==> src/rtl/pswrl_pkg.sv <==
// Shared types and constants for the per-slot fixed-window rate limiter.
package pswrl_pkg;

    localparam int SLOT_W  = 6;
    localparam int FUNC_W  = 2;
    localparam int DATA_W  = 32;
    localparam int WAIT_W  = 10;
    localparam int QUOTA_W = 31;
    localparam int TOTAL_W = 64;

    typedef enum logic [FUNC_W-1:0] {
        FN_REQUEST     = 2'd0,
        FN_SET_RATE    = 2'd1,
        FN_DISABLE_ALL = 2'd2,
        FN_READ_STATS  = 2'd3
    } t_func;

    localparam logic [WAIT_W-1:0] TPW_RESET = 10'd100;

    typedef struct packed {
        logic [DATA_W-1:0]  rate;
        logic [DATA_W-1:0]  wstart;
        logic [TOTAL_W-1:0] total;
        logic [DATA_W-1:0]  last_rem;
        logic [WAIT_W-1:0]  last_pause;
    } t_stats;

    localparam t_stats STATS_RESET = '{
        rate:       32'hFFFF_FFFF,
        wstart:     '0,
        total:      '0,
        last_rem:   '0,
        last_pause: '0
    };

    typedef struct packed {
        logic accept;
        logic win;
        logic sweep;
        logic sweep_init;
        logic finish;
    } t_cmd;

endpackage

==> src/rtl/pswrl_ctrl.sv <==
// Controller state machine: request sequencing, init pass and disable sweep.
module pswrl_ctrl #(
    parameter int SLOTS = 64
) (
    input  logic                       i_clk,
    input  logic                       i_rst_n,
    input  logic                       i_start,
    input  logic [pswrl_pkg::FUNC_W-1:0] i_func,
    output logic                       o_busy,
    output pswrl_pkg::t_cmd            o_cmd,
    output logic [$clog2(SLOTS)-1:0]   o_sweep_addr
);
    import pswrl_pkg::*;

    localparam int AW = $clog2(SLOTS);

    typedef enum logic [2:0] {
        S_INIT,
        S_IDLE,
        S_WIN,
        S_SWEEP,
        S_GRANT
    } t_state;

    t_state        r_state;
    logic [AW-1:0] r_cnt;
    logic          r_dis;
    logic          w_last;

    assign w_last = (r_cnt == AW'(SLOTS - 1));

    always_ff @(posedge i_clk) begin
        if (!i_rst_n) begin
            r_state <= S_INIT;
            r_cnt   <= '0;
            r_dis   <= 1'b0;
        end else begin
            unique case (r_state)
                S_INIT: begin
                    r_cnt <= r_cnt + 1'b1;
                    if (w_last) begin
                        r_cnt   <= '0;
                        r_state <= S_IDLE;
                    end
                end
                S_IDLE: begin
                    if (i_start) begin
                        r_dis   <= (i_func == FN_DISABLE_ALL);
                        r_state <= S_WIN;
                    end
                end
                S_WIN: begin
                    r_state <= r_dis ? S_SWEEP : S_GRANT;
                end
                S_SWEEP: begin
                    r_cnt <= r_cnt + 1'b1;
                    if (w_last) begin
                        r_cnt   <= '0;
                        r_state <= S_GRANT;
                    end
                end
                S_GRANT: begin
                    r_state <= S_IDLE;
                end
                default: begin
                    r_state <= S_INIT;
                end
            endcase
        end
    end

    always_comb begin
        o_cmd.accept     = (r_state == S_IDLE) && i_start;
        o_cmd.win        = (r_state == S_WIN);
        o_cmd.sweep      = (r_state == S_INIT) || (r_state == S_SWEEP);
        o_cmd.sweep_init = (r_state == S_INIT);
        o_cmd.finish     = (r_state == S_GRANT);
    end

    assign o_busy       = (r_state != S_IDLE);
    assign o_sweep_addr = r_cnt;

`ifndef NO_ASSERTIONS
    a_sweep_in_range: assert property (@(posedge i_clk) disable iff (!i_rst_n)
        o_cmd.sweep |-> (r_cnt <= AW'(SLOTS - 1)))
        else $error("sweep address beyond table");
    a_finish_one: assert property (@(posedge i_clk) disable iff (!i_rst_n)
        o_cmd.finish |=> !o_cmd.finish && !o_busy)
        else $error("finish not followed by idle");
    a_accept_win: assert property (@(posedge i_clk) disable iff (!i_rst_n)
        o_cmd.accept |=> o_cmd.win)
        else $error("accepted request not evaluated");
`endif

endmodule

==> config.mk <==
export PLATFORM = sky130hd
export DESIGN_NAME = pswrl_ctrl
export DESIGN_NICKNAME = d
export VERILOG_FILES = /design/src/rtl/pswrl_pkg.sv /design/src/rtl/pswrl_ctrl.sv
export SDC_FILE = /design/constraint.sdc
export NUM_CORES = 1
export LEC_CHECK = 0
export BUFFER_PORTS_ARGS = -buffer_cell sky130_fd_sc_hd__clkbuf_2
export CORE_MARGIN = 2
export CORE_UTILIZATION = 40
export CTS_CLUSTER_SIZE = 28
export DETAILED_ROUTE_END_ITERATION = 8
export PLACE_DENSITY_LB_ADDON = 0.05
export RECOVER_POWER = 50
export SLEW_MARGIN = 20
export SYNTH_ARGS = -nofsm -noshare
export SYNTH_HDL_FRONTEND = slang
export SYNTH_SLANG_ARGS = --single-unit
==> constraint.sdc <==
create_clock -name i_clk -period 1.7 [get_ports i_clk]
set_input_delay 0.255 -clock i_clk [delete_from_list [all_inputs] [get_ports i_clk]]
set_output_delay 0.255 -clock i_clk [all_outputs]
set_load 0.01 [all_outputs]
Word-level counts from Yosys, hierarchy flattened
Cells that the tools add are included.
{ "totals": {"latch_bits": 0, "input_bits": 5, "mem_bits_rw": 0, "romBits": 0, "out_inout_bits": 12, "n_memories": 0, "ff_bits": 10} }
{ "classes": {"reduce_logical": 6, "bitwise": 0, "shifts": 0, "eq_ne": 10, "add_sub_neg": 1, "div": 0, "mul": 0, "mux": 6, "order_cmp": 0} }
{ "op_table": {"columns": ["cell", "count"], "rows": [
  ["$pmux 3 s5", 1],
  ["$mux 3", 4],
  ["$add 6x1->6 const B", 1],
  ["$eq 3x2->1 const B", 2],
  ["$eq 6x6->1 const B", 1],
  ["$mux 6", 1],
  ["$ne 2x2->1 const B", 2],
  ["$eq 3x1->1 const B", 1],
  ["$eq 3x3->1 const B", 1],
  ["$logic_not 3->1", 1],
  ["$ne 3x1->1 const B", 1],
  ["$reduce_and 3->1", 1],
  ["$eq 2x2->1 const B", 1],
  ["$ne 2x1->1 const B", 1],
  ["$reduce_and 2->1", 1],
  ["$reduce_or 2->1", 1],
  ["$logic_and 1x1->1", 1],
  ["$logic_or 1x1->1", 1]
]} }

Logic depth before layout (Yosys ltp)
Gate-level depths: netlist (run 1).
{ "depth": {"word_depth": 3, "depth_mapped": 6} }

Least setup slack after synthesis (run 1)
Ideal clock, no wire load.
{ "synth_timing": {"path_type": "register -> register", "start": "register r_state[0]", "end": "register r_dis", "t_required_ns": 1.630, "synth_period_minus_slack_ns": 1.394, "slack_ns": 0.306, "n_path_buf": 1, "arrival_time_ns": 1.324, "path_stages_with_launch": 6, "cell_sequence": "dfxtp_1 > buf_6 > or3b_2 > nor2_2 > nand3b_1 > a21oi_1"} }
{ "synth_between": {"elab_chain_cells": 2} }
{ "synth_lines": {"columns": ["item", "line_no", "rtl"], "rows": [
  ["start, declared", "pswrl_ctrl.sv:25", "t_state r_state;"],
  ["start signal, assigned", "pswrl_ctrl.sv:53", "r_state <= r_dis ? S_SWEEP : S_GRANT;"],
  ["$eq 3x1->1", "pswrl_ctrl.sv:38", "unique case (r_state)"],
  ["$reduce_and 2->1 (no line)", null, null],
  ["end signal, assigned", "pswrl_ctrl.sv:48", "r_dis <= (i_func == FN_DISABLE_ALL);"],
  ["end, declared", "pswrl_ctrl.sv:27", "logic r_dis;"]
]} }
Every way passes these cells.
A chain may end at the register's enable or synchronous reset.

==> results of run 1 <==
==> metrics by stage <==
step	hold WS (ps)	utilization	setup WS [ps]	area, µm²
floorplan	400.9	-	306.3	558.0
global placement	493.3	0.5019	228.2	653.1
detailed placement	490.3	0.5019	218.8	653.1
CTS	231.9	0.5308	0.8592	690.7
global route	242.1	0.5452	4.886	709.4
finish	241.2	0.5452	88.15	709.4
==> registers in the layout, indices dropped and copies added, names as in the netlist <==
register and count:
o_sweep_addr 6, r_dis 1, r_state 3
==> placed cells by master (no fill, tap or decap), types with 2 or more instances in the layout <==
| master | n |
|---|---|
| sky130_fd_sc_hd__clkbuf_2 | 8 |
| sky130_fd_sc_hd__dfxtp_1 | 8 |
| sky130_fd_sc_hd__clkbuf_1 | 7 |
| sky130_fd_sc_hd__nor3_1 | 5 |
| sky130_fd_sc_hd__nor2_1 | 5 |
| sky130_fd_sc_hd__nand2_1 | 5 |
| sky130_fd_sc_hd__buf_4 | 5 |
| sky130_fd_sc_hd__nand3_1 | 4 |
| sky130_fd_sc_hd__a21oi_1 | 4 |
| sky130_fd_sc_hd__inv_1 | 3 |
| sky130_fd_sc_hd__and3_1 | 3 |
| sky130_fd_sc_hd__clkbuf_4 | 3 |
| sky130_fd_sc_hd__xor2_1 | 2 |
| sky130_fd_sc_hd__a41oi_1 | 2 |
| sky130_fd_sc_hd__xnor2_1 | 2 |
==> area by class of cell <==
type                    count  area (µm²)  share of cell area
well taps                  15       18.77             0.02646
repair buffers             21       115.1              0.1623
flip-flops and latches     10       205.2              0.2892
multi-input cells          48       319.1              0.4497
inverters                   4       15.01             0.02116
clock buffers               4       36.28             0.05115
==> power by group <==
group | total, mW | switching [mW] | internal (mW)
sequential | 0.247 | 0.00784 | 0.239
combinational | 0.0319 | 0.0171 | 0.0148
clock | 0.211 | 0.0808 | 0.130
==> repair_timing <==
| item | CTS | global route |
|---|---|---|
| resized for setup | 1 | 6 |
| pin swaps | 0 | 0 |
| setup buffers | 0 | 2 |
| setup endpoints to repair | 2 | 2 |
| hold endpoints to repair | 0 | 0 |
==> worst max-delay path, cell delays in order, from the launching register on <==
cell                      delay [ps]
sky130_fd_sc_hd__dfxtp_4         360
sky130_fd_sc_hd__buf_4           150
sky130_fd_sc_hd__xor2_4          160
sky130_fd_sc_hd__or2_4           250
sky130_fd_sc_hd__inv_2            80
sky130_fd_sc_hd__buf_6           100
==> worst max path at each step <==
| stage | slack, ps | start | endpoint | depth (start not counted) |
|---|---|---|---|---|
| global placement | 230 | r_state[0] | o_sweep_addr[0] | 5 |
| CTS | 0.9 | r_state[1] | o_cmd[4] | 3 |
| detailed placement | 220 | r_state[0] | o_sweep_addr[0] | 5 |
| finish | 90 | r_state[0] | o_cmd[2] | 5 |
| global route | 5 | r_state[0] | o_cmd[2] | 5 |
| floorplan | 310 | r_state[0] | r_dis | 5 |
==> kinds of logic after synthesis <==
group,after synthesis
buf+inv,7
fa+ha+maj,1
compound gates,10
flops,10
xor+xnor,5
simple gates,32
==> per-layer routing <==
metal,routed length (µm),up-vias,track usage
met3,71,0,0.09574
met5,0,-,0
li1,-,273,-
met4,0,0,0.02419
met2,467,15,0.2383
met1,539,230,0.2476
==> impl_summary.md, run 1 <==
Run status
The run finished with clean final reports.

Setup path
The cell depth of the worst flop-to-flop path is 5. The worst-path maximum fanout is 7. The setup path with the least slack is of type reg -> out.

The startpoint identified for the worst register-to-register timing path is r_state[0]. The required arrival time at the worst endpoint is 1440 ps. The endpoint type of the worst setup path is an output port. The worst reg2reg path endpoint is o_sweep_addr[0]. STA puts the critical path data arrival time at 1360 ps. The sort of element at the start of the critical path is a register. The register-to-register path setup slack is 260 ps.

Floorplan
The effective utilization at floorplan is 0.4288. The number of standard-cell rows in the floorplan is 13. The die outline area is 0.001710 mm².

The height of the die is 41.35 µm. The total core area is 0.001301 mm². The chip width is 41.35 µm.

The boundary pin count is 17.

Timing
The worst clock skew is 0.3577 ps. The number of failing hold endpoints at the final stage is 0. The maximum operating frequency is 0.6204 GHz. The number of failing setup endpoints in the final timing report is 0. After routing, the total negative slack on setup checks comes to 0 ps.

The final-report max-slew violation count is 0. Dividing the final minimum period by the clock period gives 0.9481. Setup repair after global routing left no endpoint under its margin. The relative max-transition margin is 0.8007. The slew of the pin with the lowest slew margin is 296.2 ps.

The clock period could shrink to 1612 ps.

Power and ir drop
For this design the static power due to leakage is 0.3125 nW. In this run the power density over the cells is 690.2 mW/mm². The completed layout was analyzed and its total power is 489.7 µW.

The worst ir drop on vdd is 0.5584 mV.

CTS
Counting along the longest clock path gives a buffer depth of 2. The later-pin clock latency in the skew report is 260 ps. In this run the number of H-tree levels came out at 1. Buffers inserted to repair hold after CTS numbered 0. The tree is rooted in a sky130_fd_sc_hd__clkbuf_4. The number of sinks on the clock net is 10. TritonCTS built the clock tree. The clock-pin slew of the registers on the worst-case setup and hold paths is 60 ps.

In this run, CTS created clock tree buffers numbering 3.

Synthesis
By count the netlist is led by sky130_fd_sc_hd__dfxtp_1 (10), sky130_fd_sc_hd__nand2_1 (5), sky130_fd_sc_hd__nor2_1 (5), sky130_fd_sc_hd__nor3_1 (5). The mux cell area share after synthesis is 0. The portion of synthesized cell area occupied by the leading cell type is 0.3587.

The area fraction in compound gates after synthesis is 0.1188. For this run, the number of Yosys warnings is 0. The area of the mapped netlist is 558.0 µm². The post-synthesis simple-gate area fraction is 0.3139. In the post-synthesis netlist, the cell with the most instances is sky130_fd_sc_hd__dfxtp_1.

The number of synthesized flops with an enable pin is 0. Counting flops and latches in the post-synthesis netlist gives 10. The sequential share of the synthesized area is 0.3587. The post-synthesis share of cell area spent on full adders, half adders and majority gates is 0.02242. The primary flip-flop cell chosen by synthesis mapping is sky130_fd_sc_hd__dfxtp_1. After synthesis, the largest family of logic cells by area is simple AND/OR/NAND/NOR gates. The share of the synthesized netlist area taken by xor and xnor gates is 0.1121. Ranked by total cell area, the synthesized netlist is headed by sky130_fd_sc_hd__dfxtp_1 (36%), sky130_fd_sc_hd__xor2_4 (4.9%), sky130_fd_sc_hd__nor3_1 (4.5%), sky130_fd_sc_hd__buf_6 (4.0%), sky130_fd_sc_hd__a21oi_1 (3.6%). The largest total area in the synthesized netlist belongs to sky130_fd_sc_hd__dfxtp_1. A synthesized cell averages 8.585 µm². The number of unique standard cell types used by synthesis is 29.

In the synthesized netlist, the number of instances is 65. The synthesized net count is 71. After synthesis, the share of flip-flops with an asynchronous set or reset is 0.

Global routing
Global routing finished with a remaining overflow of 0. The via count of the first global-routing pass is 438. The overall global routing resource usage is 0.1758.

Entering global routing, the biggest net connects 11 pins. The number of antenna violations at the first check in global routing is 0. The global-route wire length before repair is 1.883 mm.

Routing
The number of DRC markers after the initial detailed-route iteration is 16. The wire length per cell after detailed routing is 10.57 µm. The via total after detailed routing is 518. The number of iterations in the first detailed-routing pass is 4. The post-detailed-route DRC marker count is 0. The aggregate routed wire length is 1.078 mm. The detailed-route vias per instance is 5.078. In this run the remaining antenna-violating nets after routing total 0.

Final layout
For this run, the post-layout net count is 94. Fill cells in the final layout number 124. The count of cells in the finished layout, fillers not included, comes to 102. The layout overhead on the synthesized area is 27.13%. The repair_antennas step left the layout with diodes totalling 0. The layout cell share with drive strength beyond 1 is 0.2989.

Placement
The congestion estimate from routability-driven global placement came to 0.8013. After legalization and detailed placement, the total HPWL measured 834.8 µm. After detailed placement, the design holds a cell count of 96.

The count of buffers added on input and output ports is 16.

Hold path
The origin of the worst min-delay path is i_rst_n. The path category of the worst min-delay check is in -> reg. The path with the worst hold slack has its endpoint at o_sweep_addr[5].

The worst hold path was traced through 2 stages.

Job
Max-cap violations in this run came to 0.
No activity file was read; power rests on OpenSTA's default activity.
==> run 2, diff against run 1 <==
==> constraint.sdc (replaced) <==
create_clock -name i_clk -period 1.7 [get_ports i_clk]
set_input_delay 0.085 -clock i_clk [delete_from_list [all_inputs] [get_ports i_clk]]
set_output_delay 0.085 -clock i_clk [all_outputs]
set_load 0.01 [all_outputs]
==> run 2 against run 1 <==
  * Worst hold slack got worse by 170 ps
  * Clock-buffer cell count fell by 1
  * First-iteration DRC count fell by 38%
  * Critical path depth fell by 2
  * Sequential power barely moved
  * Register-to-register slack got worse by 40 ps
  * Fmax rose by 2.7%
  * Sequential cell count did not move
==> impl_summary.md, run 2 (same netlist as run 1, synthesis figures left out) <==
Final layout
The total number of nets in the final design is 90. The layout cell share with drive strength beyond 1 is 0.2073. From synthesis to final layout, the design area changed by 16.59%. The register with the most flip-flops in the layout has 6 of them. Once layout is complete, the cells apart from fillers number 97. The library cells used most frequently in the layout, excluding fill and tap cells, are sky130_fd_sc_hd__dfxtp_1 (9), sky130_fd_sc_hd__clkbuf_1 (9), sky130_fd_sc_hd__clkbuf_2 (7). The antenna diode instance count is 0. The final core utilization is 0.5000.

Setup path
Along the worst path, the maximum fanout reaches 10. The cell depth of the worst flop-to-flop path is 4. For the worst setup path, the data required time is 1620 ps. The category of cells accounting for the largest share of critical-path delay is simple AND/OR/NAND/NOR gates. The startpoint identified for the worst register-to-register timing path is r_state[1].

The worst setup path is captured at an output port. The most critical setup path has its startpoint at r_state[1]. The signal on the critical path passes through or3b_2 -> nor2_2 -> clkbuf_2. The cell at the slowest stage of the critical path is sky130_fd_sc_hd__or3b_2. The worst register-to-register path ends at o_sweep_addr[0]. The sort of element at the start of the critical path is a register. The register-to-register path setup slack is 220 ps. The critical path in this run is classified as reg -> out. For this run, the slowest stage of the critical path takes 550 ps.

The number of buffer and inverter instances along the worst setup path is 1. For the worst setup path, the data arrival time is 1480 ps.

Hold path
The hold path depth is 2. The path category of the worst min-delay check is in -> reg. In this run the most critical hold path is launched from i_rst_n.

The capture endpoint of the worst hold path is o_sweep_addr[5].

CTS
TritonCTS built the clock tree. The tree built by TritonCTS fans out to 10 sinks. The clock-pin slew of the registers on the worst-case setup and hold paths is 60 ps. The later-pin clock latency in the skew report is 270 ps. The root buffer selected by CTS is sky130_fd_sc_hd__clkbuf_4. The H-tree depth is 1. The maximum clock insertion buffer count is 2. The number of buffers created by CTS is 3.

Placement
The half-perimeter wire length after detailed placement is 762 µm. The weighted congestion at the end of routability-driven global placement is 0.8179. After detailed placement, the design holds a cell count of 94. The count of input and output buffers is 16. The worst-case setup slack after placement is 224.4 ps.

Routing
The final route contains 488 vias. The detailed router finished its first iteration with 10 violations. The final layout contains routed wiring with a total length of 1.038 mm. The post-detailed-route DRC marker count is 0. After detailed routing, the average wire length per cell comes to 10.70 µm. The number of routed nets with antenna violations is 0. The detailed-route vias per instance is 5.031. The pre-antenna-repair detailed-routing pass consisted of 4 iterations.

Global routing
The first global-routing pass estimated 1.669 mm of wire. Entering global routing, the biggest net connects 13 pins. The via count of the first global-routing pass came to 403. The total overflow left after global routing is 0.

The overall global routing resource usage is 0.1604. The number of antenna violations at the first check in global routing is 0.

Floorplan
The die outline area is 0.001710 mm². The initial utilization of the core area, before any placement, comes to 0.4288. The chip width is 41.35 µm.

The die is 41.35 µm tall. In this run the standard cell core region covers 0.001301 mm². The boundary pin count is 17. The floorplan has 13 rows.

Timing
The clock period minus worst slack is 1570 ps. The number of failing hold endpoints at the final stage is 0. The maximum operating frequency is 0.6371 GHz.

Clock skew on the completed layout was measured at 5.110 ps. The final-report max-slew violation count is 0. In the finished design, the share of the clock period the worst path needs comes to 0.9233. The slew of the pin with the lowest slew margin is 405.7 ps. The worst path meets setup with 130.4 ps of slack.

Setup repair after global routing left no endpoint under its margin. The relative max-transition margin is 0.7292. The final setup TNS is 0 ps. The number of failing setup endpoints in the final timing report is 0.

Power and ir drop
The leakage power total is 0.2714 nW. The worst ir drop on vdd is 0.3363 mV. In this run the power density over the cells is 673.4 mW/mm².

Total power for the finished layout comes to 438.1 µW.

Run status
The run finished with clean final reports.

Job
The number of max-cap violations is 0.
-- run 2: repair_timing --
item                       4_1_cts  5_1_grt
setup endpoints to repair        0        1
resized for setup                0        1
setup buffers                    0        0
hold buffers                     0        0
-- run 2: worst register-to-register path, cell delays in order, from the launching register on --
cell and delay (ps):
sky130_fd_sc_hd__dfxtp_1 560, sky130_fd_sc_hd__xor2_4 150, sky130_fd_sc_hd__or2_4 260, sky130_fd_sc_hd__or3_1 340, sky130_fd_sc_hd__a21oi_1 110
-- run 2: worst max-delay path by stage --
| stage | endpoint | cells after the start |
|---|---|---|
| 3_3_place_gp | o_sweep_addr[0] | 4 |
| 4_1_cts | o_cmd[4] | 3 |
| 2_1_floorplan | r_dis | 5 |
| 3_5_place_dp | o_sweep_addr[0] | 4 |
| 6_report | o_cmd[4] | 3 |
| 5_1_grt | o_cmd[4] | 3 |
-- run 2: power breakdown --
| part | switching [mW] | internal (mW) | leakage [nW] |
|---|---|---|---|
| Combinational | 0.0172 | 0.0148 | 0.176 |
| Clock | 0.0761 | 0.0816 | 0.0138 |
| Sequential | 0.00748 | 0.241 | 0.0817 |
| Total | 0.101 | 0.337 | 0.271 |
-- run 2: final cells by class --
| type | count | area (µm²) |
|---|---|---|
| Clock buffer | 3 | 22.52 |
| Tap cell | 15 | 18.77 |
| Inverter | 4 | 15.01 |
| Timing Repair Buffer | 17 | 76.32 |
| Fill cell | 142 | 650.6 |
| Multi-Input combinational cell | 48 | 316.6 |
| Sequential cell | 10 | 201.4 |
-- run 2: routing by layer --
| layer | vias to the layer above | track usage | share of wire |
|---|---|---|---|
| met4 | 0 | 0.07258 | 0.0096 |
| met3 | 2 | 0.09574 | 0.070 |
| met2 | 12 | 0.2227 | 0.40 |
| li1 | 260 | - | - |
| met1 | 214 | 0.1961 | 0.52 |
| met5 | - | 0 | 0 |
-- run 2: stage by stage --
stage          hold WS (ps)  area (µm²)
2_1_floorplan         230.9       558.0
3_3_place_gp          339.5       638.1
3_5_place_dp          351.5       638.1
4_1_cts               60.46       660.6
5_1_grt               75.36       650.6
6_report              67.72       650.6
==> run 3, diff against run 2 <==
--- a/config.mk
+++ b/config.mk
@@ -12,6 +12,8 @@
 export DETAILED_ROUTE_END_ITERATION = 8
 export PLACE_DENSITY_LB_ADDON = 0.05
 export RECOVER_POWER = 50
+export REMOVE_ABC_BUFFERS = 1
+export SKIP_LAST_GASP = 1
 export SLEW_MARGIN = 20
 export SYNTH_ARGS = -nofsm -noshare
 export SYNTH_HDL_FRONTEND = slang
==> run 3 against run 2 <==
  * Fmax fell by 1.4%
  * Cell count is the same
  * Global-route usage increased by 0.98 points
  * First-iteration DRC count decreased by 30%
  * Clock skew is 1.7 ps higher
  * Sequential cell count is the same
  * Wire length up 4.5%
  * Sequential power about the same
  * Non-clock buffer count did not move
  * Worst setup slack got worse by 21 ps
  * Critical endpoint unchanged
  * Via count is 2.3% higher
  * Core utilization unchanged
==> impl_summary.md, run 3 (same netlist as run 1, synthesis figures left out) <==
Run status
The flow ran to the end, and the final reports show no timing, DRC or antenna violations.

Setup path
The sort of element at the start of the critical path is a register. The endpoint type of the worst setup path is an output port. The cell at the slowest stage of the critical path is sky130_fd_sc_hd__or3b_2.

The register-to-register path setup slack is 190 ps. For this run, the slowest stage of the critical path takes 510 ps. The required arrival time at the worst endpoint is 1620 ps. Walking the worst path, the cells encountered are or3b_2 -> nor2_2 -> clkbuf_2. The worst endpoint data arrival time is 1510 ps. In this run the critical register-to-register path is launched from r_state[1]. Along the worst path, the maximum fanout reaches 5.

The worst setup path startpoint is r_state[0]. The setup path with the least slack is of type reg -> out.

Floorplan
The boundary pin count is 17. The total area inside the core boundary comes to 0.001301 mm². The initial utilization of the core area, before any placement, comes to 0.4288. The floorplan step defined a die boundary enclosing 0.001710 mm². In this run the vertical extent of the chip is 41.35 µm. From left edge to right edge, the die measures 41.35 µm. The floorplan has 13 rows.

Global routing
The via count of the first global-routing pass came to 432. Entering global routing, the biggest net connects 13 pins. The number of antenna violations at the first check in global routing is 0.

For this run, the total global-route usage over all layers was measured as 0.1702. The global-route wire length before repair is 1.869 mm. Summed over all layers, the global routing overflow is 0.

Final layout
The total number of nets in the final design is 90. The layout cell share with drive strength beyond 1 is 0.2073. The library cells used most frequently in the layout, excluding fill and tap cells, are sky130_fd_sc_hd__dfxtp_1 (10), sky130_fd_sc_hd__clkbuf_2 (8), sky130_fd_sc_hd__clkbuf_1 (8).

The layout overhead on the synthesized area is 16.59%. The library cell used most frequently in the layout, excluding fill and tap cells, is sky130_fd_sc_hd__dfxtp_1. The number of flip-flops in the largest register is 6. The antenna diode instance count is 0.

The total non-filler cell area in the finished layout is 650.6 µm². The final core utilization is 0.5000.

Power and ir drop
IR analysis of the VDD net gives a maximum drop of 0.5363 mV. For this design the ratio of total power to cell area is 669.5 mW/mm². The overall power after layout is 435.6 µW. In this run the static leakage power is 0.2744 nW.

Routing
The number of iterations in the first detailed-routing pass is 4. The wire length per cell after detailed routing is 11.19 µm. The number of DRC markers after the initial detailed-route iteration is 7. For this block, the routed nets add up to 1.085 mm of wire. Using the TritonRoute via totals, the vias-per-cell ratio works out to 5.144. The count of nets left with antenna violations once routing finished came out at 0. The final route contains 499 vias.

The post-detailed-route DRC marker count is 0.

CTS
Post-CTS timing repair inserted 0 buffers for setup. TritonCTS built the clock tree. The root buffer selected by CTS is sky130_fd_sc_hd__clkbuf_4. The post-CTS resize count is 0.

The longest clock path from root to sink contains 2 buffers. Hold repair after CTS inserted 0 buffers. Clock-pin slew was measured on the worst setup and hold paths at 60 ps. The number of sinks on the clock net is 10. The later-pin clock latency in the skew report is 260 ps. In this run, CTS created clock tree buffers numbering 3. In this run the number of H-tree levels came out at 1.

Hold path
The origin of the worst min-delay path is i_rst_n. The path category of the worst min-delay check is in -> reg.

Timing
Setup repair after global routing left no endpoint under its margin. The final-report max-slew violation count is 0. The number of failing hold endpoints at the final stage was 0. The number of failing setup endpoints in the final timing report is 0.

The smallest clock period supported by the final layout is computed as 1591 ps. Summed over all failing endpoints, the final setup total negative slack is 0 ps. For the final database, setup skew stands at 6.811 ps. At the pin with the least slew margin, the transition time is 411.6 ps. In the finished design, the share of the clock period the worst path needs comes to 0.9359. The maximum operating frequency is 0.6285 GHz.

The relative max-transition margin is 0.7252.

Placement
The wire-length estimate of the detail-placed layout is 801.5 µm. The total placed instance area is 638.1 µm². The weighted congestion at the end of routability-driven global placement is 0.8200. The count of input and output buffers is 16.

Job
Across the run, the number of max-cap violations was 0.
-- run 3: metrics by stage --
step           worst slack, ps  instances  hold slack [ps]
6_report                 108.9         97            78.48
5_1_grt                  6.195         97            82.16
4_1_cts                  95.55         97            74.54
3_5_place_dp             198.7         94            351.5
3_3_place_gp             235.0         94            340.6
2_1_floorplan            200.6         62            230.9
-- run 3: final timing paths --
check,endpoint,cells past startpoint
max,o_cmd[4],3
min,o_sweep_addr[5],2
max reg2reg,o_sweep_addr[0],4
min reg2reg,r_dis,2
-- run 3: area by class of cell --
cell class	instances	area [µm²]
fillers	142	650.6
inverters	4	15.01
clock buffers	3	22.52
well taps	15	18.77
repair buffers	17	77.57
multi-input cells	48	316.6
flip-flops and latches	10	200.2
-- run 3: metal layers --
layer  routed length, µm  global-route usage  vias to the layer above
met5                   0                   0                        -
met4                   0             0.02419                        0
met3                  61             0.07979                        0
met2                 476              0.2539                       11
met1                 548              0.2280                      226
li1                    -                   -                      262
-- run 3: power breakdown --
| part | total, mW | internal, mW | switching (mW) |
|---|---|---|---|
| Combinational | 0.0319 | 0.0146 | 0.0172 |
| Sequential | 0.249 | 0.241 | 0.00802 |
| Clock | 0.155 | 0.0814 | 0.0734 |
| Total | 0.436 | 0.337 | 0.0986 |
-- run 3: critical path, delay by kind of cell, from the launching register on --
kind | cells | cell delay, ps
buf+inv | 1 | 140
flops | 1 | 480
simple gates | 2 | 620
